File: src/design/rtcbcd_pkg.sv
package rtcbcd_pkg;

	localparam logic [2:0] ST_OK       = 3'd0;
	localparam logic [2:0] ST_BAD_MON  = 3'd1;
	localparam logic [2:0] ST_BAD_DAY  = 3'd2;
	localparam logic [2:0] ST_BAD_TIME = 3'd3;
	localparam logic [2:0] ST_BAD_YEAR = 3'd4;

	localparam logic [11:0] EPOCH_RESET = 12'd2000;

	localparam logic [3:0] MON_FEB  = 4'd2;
	localparam logic [3:0] MON_LAST = 4'd12;
	localparam logic [4:0] HOURS    = 5'd24;
	localparam logic [5:0] MINUTES  = 6'd60;

	// floor(y * 1311 / 2^15) equals floor(y / 25) for every 12-bit y
	localparam logic [10:0] RECIP25 = 11'd1311;
	localparam int          RECIP25_SHIFT = 15;

	// floor(v * 205 / 2^11) equals floor(v / 10) for v below 100
	localparam logic [7:0] RECIP10 = 8'd205;
	localparam int         RECIP10_SHIFT = 11;

	typedef struct packed {
		logic [11:0] year;
		logic [3:0]  month;
		logic [4:0]  day_of_month;
		logic [4:0]  hour;
		logic [5:0]  minute;
		logic [5:0]  second;
		logic [2:0]  weekday;
	} item_t;

	typedef struct packed {
		logic [2:0] status;
		logic [7:0] bcd_second;
		logic [7:0] bcd_minute;
		logic [7:0] bcd_hour;
		logic [7:0] bcd_day;
		logic [7:0] bcd_weekday;
		logic [7:0] bcd_month;
		logic [7:0] bcd_year;
	} result_t;

	typedef struct packed {
		logic [2:0] status;
		logic [4:0] day;
		logic [4:0] hour;
		logic [5:0] minute;
		logic [5:0] second;
		logic [2:0] weekday;
		logic [3:0] month;
		logic [6:0] year_off;
	} chk_t;

	function automatic logic [4:0] month_len(input logic [3:0] m);
		logic [4:0] len;
		case (m)
			4'd1, 4'd3, 4'd5, 4'd7, 4'd8, 4'd10, 4'd12: len = 5'd31;
			4'd4, 4'd6, 4'd9, 4'd11: len = 5'd30;
			4'd2: len = 5'd28;
			default: len = 5'd0;
		endcase
		return len;
	endfunction

endpackage

File: src/design/rtcbcd_check.sv
module rtcbcd_check (
	input  logic                clk,
	input  logic                arst_n,
	input  logic                in_vld,
	input  rtcbcd_pkg::item_t   item,
	input  logic [11:0]         epoch,
	output logic                vld_s2,
	output rtcbcd_pkg::chk_t    chk_s2
);

	logic        vld_s1;
	logic [11:0] year_s1;
	logic [3:0]  mon_s1;
	logic [4:0]  day_s1;
	logic [4:0]  hr_s1;
	logic [5:0]  mn_s1;
	logic [5:0]  sc_s1;
	logic [2:0]  wd_s1;
	logic        bad_mon_s1;
	logic        bad_time_s1;
	logic        is_feb_s1;
	logic [4:0]  mlen_s1;
	logic        div4_s1;
	logic        div16_s1;
	logic [7:0]  q25_s1;
	logic [12:0] diff_s1;

	logic [22:0] prod25;
	logic [11:0] back25;
	logic        leap;
	logic [5:0]  limit;
	logic [7:0]  off8;
	logic [6:0]  off_mod;
	logic        bad_year;
	rtcbcd_pkg::chk_t chk_d;

	assign prod25 = 23'(item.year) * 23'(rtcbcd_pkg::RECIP25);

	always_ff @(posedge clk or negedge arst_n) begin
		if (!arst_n) begin
			vld_s1 <= 1'b0;
		end else begin
			vld_s1 <= in_vld;
		end
	end

	always_ff @(posedge clk) begin
		year_s1     <= item.year;
		mon_s1      <= item.month;
		day_s1      <= item.day_of_month;
		hr_s1       <= item.hour;
		mn_s1       <= item.minute;
		sc_s1       <= item.second;
		wd_s1       <= item.weekday;
		bad_mon_s1  <= (item.month == 4'd0) || (item.month > rtcbcd_pkg::MON_LAST)
			|| (item.day_of_month == 5'd0);
		bad_time_s1 <= (item.hour >= rtcbcd_pkg::HOURS) || (item.minute >= rtcbcd_pkg::MINUTES)
			|| (item.second >= rtcbcd_pkg::MINUTES);
		is_feb_s1   <= item.month == rtcbcd_pkg::MON_FEB;
		mlen_s1     <= rtcbcd_pkg::month_len(item.month);
		div4_s1     <= item.year[1:0] == 2'd0;
		div16_s1    <= item.year[3:0] == 4'd0;
		q25_s1      <= prod25[rtcbcd_pkg::RECIP25_SHIFT +: 8];
		diff_s1     <= {1'b0, item.year} - {1'b0, epoch};
	end

	// Gregorian leap: divisible by 4, and not by 100 unless by 400
	assign back25 = {q25_s1, 4'd0} + {1'b0, q25_s1, 3'd0} + {4'd0, q25_s1};
	assign leap   = div4_s1 && ((back25 != year_s1) || div16_s1);
	assign limit  = {1'b0, mlen_s1} + {5'd0, is_feb_s1 && leap};

	assign bad_year = diff_s1[12] || (diff_s1[11:8] != 4'd0);
	assign off8     = diff_s1[7:0];

	always_comb begin
		if (off8 >= 8'd200) begin
			off_mod = 7'(off8 - 8'd200);
		end else if (off8 >= 8'd100) begin
			off_mod = 7'(off8 - 8'd100);
		end else begin
			off_mod = off8[6:0];
		end
	end

	always_comb begin
		chk_d.day      = day_s1;
		chk_d.hour     = hr_s1;
		chk_d.minute   = mn_s1;
		chk_d.second   = sc_s1;
		chk_d.weekday  = wd_s1;
		chk_d.month    = mon_s1;
		chk_d.year_off = off_mod;
		if (bad_mon_s1) begin
			chk_d.status = rtcbcd_pkg::ST_BAD_MON;
		end else if ({1'b0, day_s1} > limit) begin
			chk_d.status = rtcbcd_pkg::ST_BAD_DAY;
		end else if (bad_time_s1) begin
			chk_d.status = rtcbcd_pkg::ST_BAD_TIME;
		end else if (bad_year) begin
			chk_d.status = rtcbcd_pkg::ST_BAD_YEAR;
		end else begin
			chk_d.status = rtcbcd_pkg::ST_OK;
		end
	end

	always_ff @(posedge clk or negedge arst_n) begin
		if (!arst_n) begin
			vld_s2 <= 1'b0;
		end else begin
			vld_s2 <= vld_s1;
		end
	end

	always_ff @(posedge clk) begin
		chk_s2 <= chk_d;
	end

endmodule

File: src/design/rtcbcd_pack.sv
module rtcbcd_pack (
	input  logic                clk,
	input  logic                arst_n,
	input  logic                vld_s2,
	input  rtcbcd_pkg::chk_t    chk_s2,
	output logic                vld_s3,
	output rtcbcd_pkg::result_t res_s3
);

	function automatic logic [7:0] to_bcd(input logic [6:0] v);
		logic [14:0] p;
		logic [3:0]  tens;
		logic [6:0]  units;
		p     = 15'(v) * 15'(rtcbcd_pkg::RECIP10);
		tens  = p[rtcbcd_pkg::RECIP10_SHIFT +: 4];
		units = v - 7'({tens, 3'd0} + {2'd0, tens, 1'b0});
		return {tens, units[3:0]};
	endfunction

	logic                ok;
	rtcbcd_pkg::result_t res_d;

	assign ok = chk_s2.status == rtcbcd_pkg::ST_OK;

	always_comb begin
		res_d.status = chk_s2.status;
		if (ok) begin
			res_d.bcd_second  = to_bcd(chk_s2.second[5:0] > 6'd0 ? {1'b0, chk_s2.second} : 7'd0);
			res_d.bcd_minute  = to_bcd({1'b0, chk_s2.minute});
			res_d.bcd_hour    = to_bcd({2'd0, chk_s2.hour});
			res_d.bcd_day     = to_bcd({2'd0, chk_s2.day});
			res_d.bcd_weekday = {5'd0, chk_s2.weekday};
			res_d.bcd_month   = to_bcd({3'd0, chk_s2.month});
			res_d.bcd_year    = to_bcd(chk_s2.year_off);
		end else begin
			res_d.bcd_second  = 8'd0;
			res_d.bcd_minute  = 8'd0;
			res_d.bcd_hour    = 8'd0;
			res_d.bcd_day     = 8'd0;
			res_d.bcd_weekday = 8'd0;
			res_d.bcd_month   = 8'd0;
			res_d.bcd_year    = 8'd0;
		end
	end

	always_ff @(posedge clk or negedge arst_n) begin
		if (!arst_n) begin
			vld_s3 <= 1'b0;
		end else begin
			vld_s3 <= vld_s2;
		end
	end

	always_ff @(posedge clk) begin
		res_s3 <= res_d;
	end

endmodule

File: src/design/rtc_datetime_check_bcd_pack_core.sv
// Channel   Handshake               Payload
// command   start (busy low)        cmd    : item_t
// result    done, one cycle         result : result_t
// config    epoch_we                epoch_wdata (epoch year, 12 bit)
//
// One beat per cycle; the result is registered through the stages below.
// Three register stages: range checks and year math, status and year mod 100,
// BCD encode. busy stays low: every beat is taken.
// Reset clears valid bits and sets the epoch year to 2000.
// The receiver cannot stall; done lasts exactly one cycle per beat.
module rtc_datetime_check_bcd_pack_core (
	input  logic                clk,
	input  logic                arst_n,
	input  logic                start,
	output logic                busy,
	input  rtcbcd_pkg::item_t   cmd,
	output logic                done,
	output rtcbcd_pkg::result_t result,
	input  logic                epoch_we,
	input  logic [11:0]         epoch_wdata
);

	logic [11:0]      epoch_q;
	logic             vld_s2;
	rtcbcd_pkg::chk_t chk_s2;

	assign busy = 1'b0;

	always_ff @(posedge clk or negedge arst_n) begin
		if (!arst_n) begin
			epoch_q <= rtcbcd_pkg::EPOCH_RESET;
		end else if (epoch_we) begin
			epoch_q <= epoch_wdata;
		end
	end

	rtcbcd_check u_check (
		.clk    (clk),
		.arst_n (arst_n),
		.in_vld (start && !busy),
		.item   (cmd),
		.epoch  (epoch_q),
		.vld_s2 (vld_s2),
		.chk_s2 (chk_s2)
	);

	rtcbcd_pack u_pack (
		.clk    (clk),
		.arst_n (arst_n),
		.vld_s2 (vld_s2),
		.chk_s2 (chk_s2),
		.vld_s3 (done),
		.res_s3 (result)
	);

endmodule

File: config.mk
export PLATFORM = sky130hd
export DESIGN_NAME = rtc_datetime_check_bcd_pack_core
export DESIGN_NICKNAME = d
export VERILOG_FILES = /design/src/design/rtcbcd_pkg.sv /design/src/design/rtcbcd_check.sv /design/src/design/rtcbcd_pack.sv /design/src/design/rtc_datetime_check_bcd_pack_core.sv
export SDC_FILE = /design/constraint.sdc
export NUM_CORES = 1
export LEC_CHECK = 0
export BUFFER_PORTS_ARGS = -buffer_cell sky130_fd_sc_hd__buf_2
export CORE_MARGIN = 2
export CORE_UTILIZATION = 60
export CTS_CLUSTER_SIZE = 8
export DETAILED_ROUTE_END_ITERATION = 8
export GPL_TIMING_DRIVEN = 0
export PLACE_DENSITY = 0.79
export SYNTH_ARGS = -nofsm -noshare
export SYNTH_HDL_FRONTEND = slang
export SYNTH_SLANG_ARGS = --single-unit
File: constraint.sdc
create_clock -name clk -period 6.5 [get_ports clk]
set_input_delay 0 -clock clk [delete_from_list [all_inputs] [get_ports clk]]
set_output_delay 0 -clock clk [all_outputs]
set_load 0.02 [all_outputs]
==> results of run 1 <==
==> sequential cells by signal, indices dropped and copies added, names as in the netlist, 6 cells and up <==
signal           flops
u_check.year_s1     12
u_check.chk_s2      39
u_check.q25_s1       8
u_check.mn_s1        6
u_pack.res_s3       45
u_check.diff_s1     13
epoch_q             12
u_check.sc_s1        6
==> kinds of logic after synthesis <==
family	synth area share [%]
AO/OA/AOI/OAI	8.061
XOR/XNOR	5.269
adder cells (fa/ha/maj)	41.53
buffers and inverters	6.994
flip-flops	28.96
multiplexers	0.5645
other	0.03133
AND/OR/NAND/NOR	8.594
==> Yosys cell counts (9+ instances only) <==
cell type,number
sky130_fd_sc_hd__o21ai_1,10
sky130_fd_sc_hd__nor3_1,13
sky130_fd_sc_hd__buf_4,15
sky130_fd_sc_hd__ha_1,282
sky130_fd_sc_hd__nand4_1,10
sky130_fd_sc_hd__inv_1,187
sky130_fd_sc_hd__nor2_1,54
sky130_fd_sc_hd__dfrtp_1,9
sky130_fd_sc_hd__fa_1,72
sky130_fd_sc_hd__a21oi_1,34
sky130_fd_sc_hd__o21ai_0,18
sky130_fd_sc_hd__dfxtp_1,154
sky130_fd_sc_hd__xnor2_1,43
sky130_fd_sc_hd__and2_1,22
sky130_fd_sc_hd__xor2_1,29
sky130_fd_sc_hd__nand3_1,13
sky130_fd_sc_hd__a21o_1,21
sky130_fd_sc_hd__nand2_1,48
==> cell type report <==
type | instances | area [µm²] | share of cell area, %
buffer | 21 | 135.1 | 0.9623
clock buffer | 20 | 456.7 | 3.252
clock inverter | 12 | 142.6 | 1.016
inverter | 187 | 701.9 | 4.999
multi-input combinational | 793 | 7717 | 54.96
sequential | 169 | 3466 | 24.68
tap | 265 | 331.6 | 2.361
timing repair buffer | 160 | 1091 | 7.770
==> metal layers <==
| layer | part of all wire, % | track usage [%] |
|---|---|---|
| met5 | 0 | 0 |
| met4 | 2.0 | 7.794 |
| met3 | 3.4 | 3.145 |
| met2 | 51 | 43.91 |
| met1 | 44 | 28.77 |
==> critical path: cells and delay by family (launching register included) <==
kind / cells / cell delay (ns)
XOR/XNOR: 2 / 0.39
AO/OA/AOI/OAI: 5 / 1.00
AND/OR/NAND/NOR: 4 / 0.61
flip-flops: 1 / 0.46
buffers and inverters: 3 / 0.17
multiplexers: 1 / 0.34
adder cells (fa/ha/maj): 6 / 1.71
==> final timing paths <==
check | from | slack [ns] | cells past startpoint | endpoint
max | u_check.chk_s2[16] | 1.70 | 21 | u_pack.res_s3[51]
min | arst_n | -0.007 | 2 | epoch_q[2]
max reg2reg | u_check.chk_s2[16] | 1.70 | 21 | u_pack.res_s3[51]
min reg2reg | u_check.wd_s1[0] | 0.33 | 0 | u_check.chk_s2[11]
max in group asynchronous | arst_n | 6.20 | 2 | epoch_q[7]
min in group clk | epoch_we | 0.12 | 4 | epoch_q[4]
==> power groups by stage <==
stage               sequential (mW)  clock [mW]  combinational (mW)
global route                   1.33        1.07                4.07
finish                         1.31        1.01                3.54
global placement               1.33           0                3.34
detailed placement             1.33           0                3.49
CTS                            1.31        1.02                3.56
floorplan                      1.36           0                2.73
==> per-stage QoR <==
step	cell area (µm²)	power [mW]
floorplan	12020	4.089
finish	14040	5.860
CTS	14040	5.892
global route	14040	6.478
global placement	12860	4.673
detailed placement	12860	4.820
==> layout by cell type, fill, tap and decap left out, drive strengths merged, types with 5 or more instances in the layout <==
cell type,synthesis,layout
a211oi,6,6
a21o,21,21
a21oi,34,34
and2,22,22
buf,15,117
clkbuf,6,26
clkinv,0,5
conb,1,15
dfrtp,9,9
dfstp,6,6
dfxtp,154,154
dlygate4sd3,0,58
fa,72,72
ha,282,282
inv,187,189
nand2,48,48
nand2b,8,8
nand3,13,13
nand4,10,10
nor2,54,54
nor2b,6,6
nor3,13,13
nor4,5,5
o21a,8,8
o21ai,28,28
or2,8,8
xnor2,43,43
xor2,29,29
==> flow_results.org, run 1 <==
** Worst setup path
- Category of the critical setup timing path :: reg2reg
- STA classifies the critical path endpoint as a flop.
- CP arrival :: 5.13 ns
- Counting stages on the worst path, the most repeated cell is sky130_fd_sc_hd__ha_1.
- Highest-delay cell along the critical path :: sky130_fd_sc_hd__fa_1
- Worst path max stage delay :: 0.47 ns
- Maximum net fanout on the critical path :: 8
- STA puts the critical path data required time at 6.83 ns.
- CP cell instances :: inv_1 > ha_1 > nand3_1 > and2_1 > ha_1 > inv_1 > fa_1 > inv_1 > ha_1 > ha_1 > a21o_1 > a21oi_1 > a21oi_1 > o31ai_1 > nand2b_1 > xnor2_1 > ha_1 > nand2_1 > o311ai_1 > xor2_1 > mux2_2
- The worst setup path is launched from a flop.

** Outcome
- The flow ran to the end, but the final reports show violations.
- Violated checks :: hold timing

** Power and ir drop
- Switching power share of the total :: 41.01%
- Sequential cells burn 22.4% of the power.
- Leak Pwr :: 7.457 nW
- Across the VDD grid, the largest voltage drop is 333.3 µV.
- Fraction of power consumed by the clock network :: 17.3%
- Int Pwr :: 3.457 mW
- Combinational logic burns 60.4% of the power.
- Power spread over the standard cell area amounts to 417.3 nW/µm².
- In this run the power spent charging and discharging nets is 2.403 mW.

** Finish
- Count of inserted antenna diode cells :: 0
- Once layout is complete, the cells apart from fillers number 1627.
- Number of inserted filler cells in the final layout :: 1389
- Once layout is complete, the utilization of the core stands at 71.91%.
- Post-layout net count :: 1760
- Signed area change from the synthesized netlist to the final layout :: 17.33%
- In the final layout, the share of cells above drive strength 1 is 12.85%.

** STA
- Final hold violation count :: 9
- Setup repair after global routing left no endpoint under its margin.
- Final Max Tran Viols :: 0
- Setup tns final :: 0 ns
- Post-route worst setup slack :: 1.701 ns
- Number of setup violations in the final report :: 0
- Post-layout min period :: 4.799 ns
- After layout, the worst path uses 73.83% of the clock period.
- Layout Skew :: 0.009997 ns
- Actual slew at the worst max-slew pin :: 1.206 ns
- Rel. slew slack :: 18.98%
- The tightest hold path in the finished design has a slack of -0.006805 ns.
- Highest achievable clock rate :: 208.4 MHz

** Clocking
- # clock sinks :: 169
- TritonCTS built the clock tree.
- Setup fix buffers added after clock tree synthesis :: 0
- Hold buffers post-CTS :: 58
- Buffers from clock root to sink, at most :: 2
- The cell sitting at the root of the clock tree is a sky130_fd_sc_hd__clkbuf_16.
- The H-tree was split into 4 levels.
- After clock tree synthesis, the clock-pin slew on the worst setup and hold paths is 0.07 ns.
- Clock latency on the worst-skew pair, taken at its later pin, is 0.44 ns.
- Num CTS Buffers :: 17
- Once the clock tree was built, the resizer swapped 0 gates to a different size.

** Detailed routing
- After the first detailed-routing iteration, the DRC count stood at 258.
- Routed wire length :: 23.50 mm
- Average wire per standard cell :: 14.44 µm
- Using the TritonRoute via totals, the vias-per-cell ratio works out to 5.184.
- Residual DRC count :: 0
- TritonRoute pass-1 iters :: 4
- Number of vias in the routed layout :: 8435
- Antenna viol nets, final :: 0

** Synth
- Counting flops and latches in the post-synthesis netlist gives 169.
- Fraction of registers with async set/reset :: 8.876%
- Fraction of post-synthesis cell area in the top cell type by area :: 29.48%
- Dominant synthesized flop cell :: sky130_fd_sc_hd__dfxtp_1
- Summing the sequential cell areas from Yosys gives 28.96% of the chip area.
- In the synthesized netlist, the number of instances is 1156.
- Distinct cell type count after synthesis :: 70
- The cell area that synthesis handed to floorplanning was 11970 µm².
- The Yosys step of the flow raised 0 warnings.
- Mapped Avg Cell Area :: 10.35 µm²
- Largest cells by area after synthesis :: sky130_fd_sc_hd__ha_1, sky130_fd_sc_hd__dfxtp_1, sky130_fd_sc_hd__fa_1
- Biggest area consumer among synthesized cells :: sky130_fd_sc_hd__ha_1
- EDFF count, synth :: 0

** GRT
- The initial antenna violation count came to 0.
- Total GRT Usage :: 23.88%
- Maximum number of pins on one net before global-route repair :: 17
- Wire length of the first global-routing pass :: 41.28 mm
- Number of global-route vias before repair :: 9082
- Overall overflow remaining after global route :: 0

** Floorplan
- In this run the core area contains 51 standard-cell rows.
- Height of the chip :: 145.2 µm
- The floorplan step defined a die boundary enclosing 21090 µm².
- Initial standard-cell utilization of the core :: 61.29%
- Core region area :: 19530 µm²
- During I/O placement, the number of pins put on the boundary was 118.
- The die is 145.2 µm wide.

** Placed design
- Input and output buffers added on the ports amount to 102.
- Detailed placer's ending HPWL :: 17.76 mm
- Post-Place Worst Slack :: 1.805 ns
- Counting tap cells, the placed design contains a total of 1537 instances.
- Routability-driven placement finished with a final weighted congestion of 0.8529.

** Worst hold path
- Worst hold-check path type :: in2async

** Job
- Count of maximum capacitance violations :: 0
No activity file was read; power rests on OpenSTA's default activity.
==> run 2: changes to the inputs <==
- ABC_AREA: default -> 1
- PLACE_DENSITY: 0.79 -> 0.78
- clock period: 6.5 -> 4.65 ns (I/O delays scaled with it)
==> run 2 against run 1 <==
Compared with the run above:
- non-clock buffer count did not move
- fmax rose by 9.9%
- clock-buffer cell count did not move
- first-iteration DRC count rose by 24%
- the flow now finishes without violations
- sequential share of layout area decreased by 1.3 points
- hold slack gained 0.12 ns
- clock skew is 0.00093 ns higher
- combinational power increased by 65%
- largest cell class unchanged
- flip-flop and latch count did not move
- clock power increased by 43%
- synthesized cell count up 20%
- power grew 56%
==> flow_results.org, run 2 <==
** Floorplan
- Core region area :: 20890 µm² (+7.0%)
- The vertical die dimension came to 149.4 µm (+2.9%).
- The width of the die is 149.4 µm (+2.9%).
- The number of cell rows came to 53 (+3.9%).
- The die area was 22320 µm² (+5.8%).
- The effective utilization at floorplan was 60.71% (-0.58 points).
- Ports :: 118 (unchanged)

** Clocking
- The TritonCTS buffer count was 17 (unchanged).
- The depth of the CTS H-tree is 4 (unchanged).
- The clock insertion delay at the later pin of the skew report was 0.43 ns (about the same).
- Setup fix buffers added after clock tree synthesis :: 0 (unchanged)
- Clock root cell :: sky130_fd_sc_hd__clkbuf_16
- Buffers from clock root to sink, at most :: 2 (unchanged)
- Clk pin slew, worst setup/hold paths :: 0.07 ns (about the same)
- TritonCTS clock tree :: done
- The total clock sinks was 169 (unchanged).

** Finish
- Area of the multi-input gates :: 8139 µm² (+5.5%)
- The number of nets in the layout came to 1996 (+13%).
- Register Area :: 3466 µm² (unchanged)
- Most flops, register :: u_pack.res_s3
- The library cells used most frequently in the layout, excluding fill and tap cells, are sky130_fd_sc_hd__ha_1, sky130_fd_sc_hd__inv_1, sky130_fd_sc_hd__nand2_1.
- Area of all placed cells without fillers :: 14800 µm² (+5.4%)
- The area growth from synthesis to layout is 16.66%.
- In the final layout, the registers with the most flip-flops are u_pack.res_s3 x45, u_check.chk_s2 x39, u_check.diff_s1 x13.
- Most common cell after layout, fill and taps aside :: sky130_fd_sc_hd__ha_1
- Max FFs per register :: 45 (unchanged)
- The post-route non-filler standard cell count is 1876 (+15%).
- Number of inserted filler cells in the final layout :: 1500 (+8.0%)
- Proportion of layout cells with a drive suffix above 1 :: 12.52% (-0.33 points)

** GRT
- Wire length of the first global-routing pass :: 44.67 mm (+8.2%)
- Global routing met3 resource utilization :: 4.128% (+0.98 points)
- Number of global-route vias before repair :: 9697 (+6.8%)
- The met2 usage was 45.00% (+1.1 points).
- Met1 demand-to-capacity share in global routing :: 30.52% (+1.7 points)
- Total GRT Usage :: 25.14% (+1.3 points)
- Overall overflow remaining after global route :: 0 (unchanged)
- The maximum number of pins on one net before global-route repair came to 17 (unchanged).
- The layer flagged by global routing as most heavily used is met2.
- The initial antenna violation count is 3 (+3).

** STA
- Worst Hold Slack :: 0.1132 ns (+0.1200 ns)
- Rel. slew slack :: 50.98% (+32 points)
- Actual slew at the worst max-slew pin :: 0.7353 ns (-0.4708 ns)
- The post-route fraction of the period consumed by the critical path is 93.94% (+20 points).
- Post-layout min period :: 4.368 ns (-0.4306 ns)
- Setup repair after global routing left no endpoint under its margin.
- Number of setup violations in the final report :: 0 (unchanged)
- The worst setup skew after layout is 0.01093 ns (+0.0009291 ns).
- Final Max Tran Viols :: 0 (unchanged)
- Setup tns final :: 0 ns (unchanged)
- Final hold violation count :: 0 (-9)
- Highest achievable clock rate :: 228.9 MHz (+9.9%)

** Worst setup path
- STA classifies the critical path endpoint as a flop.
- Startpoint Class :: flop
- Category of the critical setup timing path :: reg2reg
- Worst path max stage delay :: 0.56 ns (+0.09 ns)
- The worst path arrival time was 4.71 ns (-0.42 ns).
- The combined buffer and inverter count along the critical path is 3 (unchanged).
- On the critical path, the stage with the largest delay is an instance of sky130_fd_sc_hd__fa_1.
- Counting stages on the worst path, the most repeated cell is sky130_fd_sc_hd__ha_1.
- WP data required :: 4.99 ns (-1.84 ns)
- Grouping stages by cell kind, the critical path spends the most delay in adder cells.
- Walking the worst path, the cells encountered are inv_1 > fa_1 > inv_1 > ha_1 > fa_1 > nand3_1 > nand2_1 > xnor2_1 > or2_1 > nand3_1 > nor2_1 > nand3_1 > nor2_2 > nor2_1 > ha_1 > ha_1 > inv_1 > ha_1 > ha_1 > nand4_1 > nand3b_1 > o21ai_2 > nand2_1 > a211oi_1.
- Maximum net fanout on the critical path :: 3 (-5)

** Synth
- The synthesized area per cell came to 9.117 µm² (-12%).
- Synth Warn # :: 0 (unchanged)
- The sequential fraction of the synthesis area is 27.33% (-1.6 points).
- Distinct cell type count after synthesis :: 54 (-23%)
- Cell count after synthesis :: 1391 (+20%)
- Summed instance area of the synthesized netlist :: 12680 µm² (+6.0%)
- The biggest area contributor in the post-synthesis netlist is sky130_fd_sc_hd__ha_1.
- Fraction of registers with async set/reset :: 8.876% (unchanged)
- Dominant synthesized flop cell :: sky130_fd_sc_hd__dfxtp_1
- Library cell with the highest instance count after synthesis :: sky130_fd_sc_hd__ha_1
- The number of flops mapped to enable cells by yosys was 0 (unchanged).
- In the synthesized netlist, the cells that appear most often are sky130_fd_sc_hd__ha_1, sky130_fd_sc_hd__inv_1, sky130_fd_sc_hd__nand2_1, sky130_fd_sc_hd__dfxtp_1, sky130_fd_sc_hd__nor2_1.
- Register bit count reported by yosys :: 169 (unchanged)
- Ranked by total cell area, the synthesized netlist is headed by sky130_fd_sc_hd__ha_1, sky130_fd_sc_hd__dfxtp_1, sky130_fd_sc_hd__fa_1.
- The fraction of synthesized cell area taken by the top area cell type was 27.82% (-1.7 points).

** Power and ir drop
- The largest voltage drop on the vdd net is 626.5 µV (+88%).
- Leak Pwr :: 8.139 nW (+9.1%)
- The power density of the placed cells is 616.6 nW/µm² (+48%).
- The total power consumption of the routed design came to 9.123 mW (+56%).

** Detailed routing
- The routed via count divided by cell count was 5.076 (-2.1%).
- Routed wire length :: 26.37 mm (+12%)
- The violation count after the first detailed-route iteration is 320 (+24%).
- Number of vias in the routed layout :: 9522 (+13%)
- Antenna viol nets, final :: 0 (unchanged)
- TritonRoute pass-1 iters :: 4 (unchanged)
- Average wire per standard cell :: 14.06 µm (-2.6%)
- The count of unresolved DRC violations after routing is 0 (unchanged).

** Job
- The max-capacitance violation count came to 0 (unchanged).

** Placed design
- Port buffer count :: 102 (unchanged)
- Dpl cells :: 1782 (+16%)
- Detailed placer's ending HPWL :: 20.21 mm (+14%)
- Instance area at placement :: 13590 µm² (+5.7%)
- Placer congestion estimate :: 0.8991 (+5.4%)

** Worst hold path
- Worst hold-check path type :: in2reg

** Outcome
- Outcome :: completed
[run 2: changes by cell type in the layout (fill, tap and decap cells not counted), moves of 7 or more]
cell	previous run	this run
sky130_fd_sc_hd__nand3_2	0	7
sky130_fd_sc_hd__and2_1	22	3
sky130_fd_sc_hd__nand2_1	48	176
sky130_fd_sc_hd__a21o_1	21	8
sky130_fd_sc_hd__nor2_1	54	90
sky130_fd_sc_hd__nand2b_1	8	0
sky130_fd_sc_hd__xnor2_1	43	19
sky130_fd_sc_hd__o21ai_0	18	27
sky130_fd_sc_hd__a21oi_1	34	64
sky130_fd_sc_hd__xor2_1	29	39
sky130_fd_sc_hd__nand3_1	13	41
sky130_fd_sc_hd__inv_2	0	8
sky130_fd_sc_hd__nand2_2	0	8
sky130_fd_sc_hd__inv_1	187	257
[run 2: worst paths after layout]
path,start,to,slack [ns],cells past startpoint
max in group asynchronous,arst_n,u_pack.vld_s3,3.55,3
hold / removal,epoch_we,epoch_q[10],0.11,4
setup reg to reg,u_check.q25_s1[0],u_check.chk_s2[38],0.28,24
min in group asynchronous,arst_n,epoch_q[4],0.15,2
hold reg to reg,u_check.mon_s1[3],u_check.chk_s2[10],0.32,0
setup / recovery,u_check.q25_s1[0],u_check.chk_s2[38],0.28,24
[run 2: cell type report]
| type | instances | area share, % |
|---|---|---|
| Multi-Input combinational cell | 949 | 55.01 |
| Sequential cell | 169 | 23.42 |
| Timing Repair Buffer | 161 | 7.442 |
| Inverter | 267 | 6.791 |
| Clock buffer | 20 | 2.951 |
| Tap cell | 275 | 2.326 |
| Clock inverter | 12 | 1.116 |
| Buffer | 20 | 0.8880 |
| Antenna cell | 3 | 0.05074 |
[run 2: kinds of logic after synthesis]
| kind of cell | share of synthesized area, % |
|---|---|
| and+or+nand+nor | 14.11 |
| DFF | 27.33 |
| other | 0.02957 |
| muxes | 0.08879 |
| AOI/OAI and AO/OA | 6.117 |
| buffers and inverters | 8.958 |
| xor gates and xnor gates | 4.183 |
| adders and majority gates | 39.19 |
[run 2: stage by stage]
stage	utilization [%]	worst slack [ns]
after floorplan	-	0.8055
after global placement	65.06	0.3343
after detailed placement	65.06	0.2527
after CTS	70.76	0.2107
after global routing	70.81	0.004507
final	70.83	0.2819
[run 2: layer usage]
layer,wire [µm],share of wire [%]
met1,11560,44
met2,13210,50
met3,1007,3.8
met4,584,2.2
met5,13,0.049
[run 2: what timing repair did]
| action | in CTS | in global routing |
|---|---|---|
| hold endpoints to repair | 75 | 0 |
| gates resized for setup | 0 | 2 |
| hold buffers | 59 | 0 |
| setup endpoints to repair | 0 | 1 |
[run 2: worst min-delay path, cell delays in order]
cell and delay, ns:
sky130_fd_sc_hd__buf_2 0.14, sky130_fd_sc_hd__clkbuf_1 0.21, sky130_fd_sc_hd__nand2_1 0.11, sky130_fd_sc_hd__o21ai_0 0.08
[run 2: report_power, final]
part / leakage [nW] / total (mW) / switching, mW / internal [mW]
Clock: 0.288 / 1.44 / 0.589 / 0.854
Combinational: 6.39 / 5.85 / 3.44 / 2.41
Sequential: 1.46 / 1.83 / 0.153 / 1.68
Total: 8.14 / 9.12 / 4.18 / 4.94
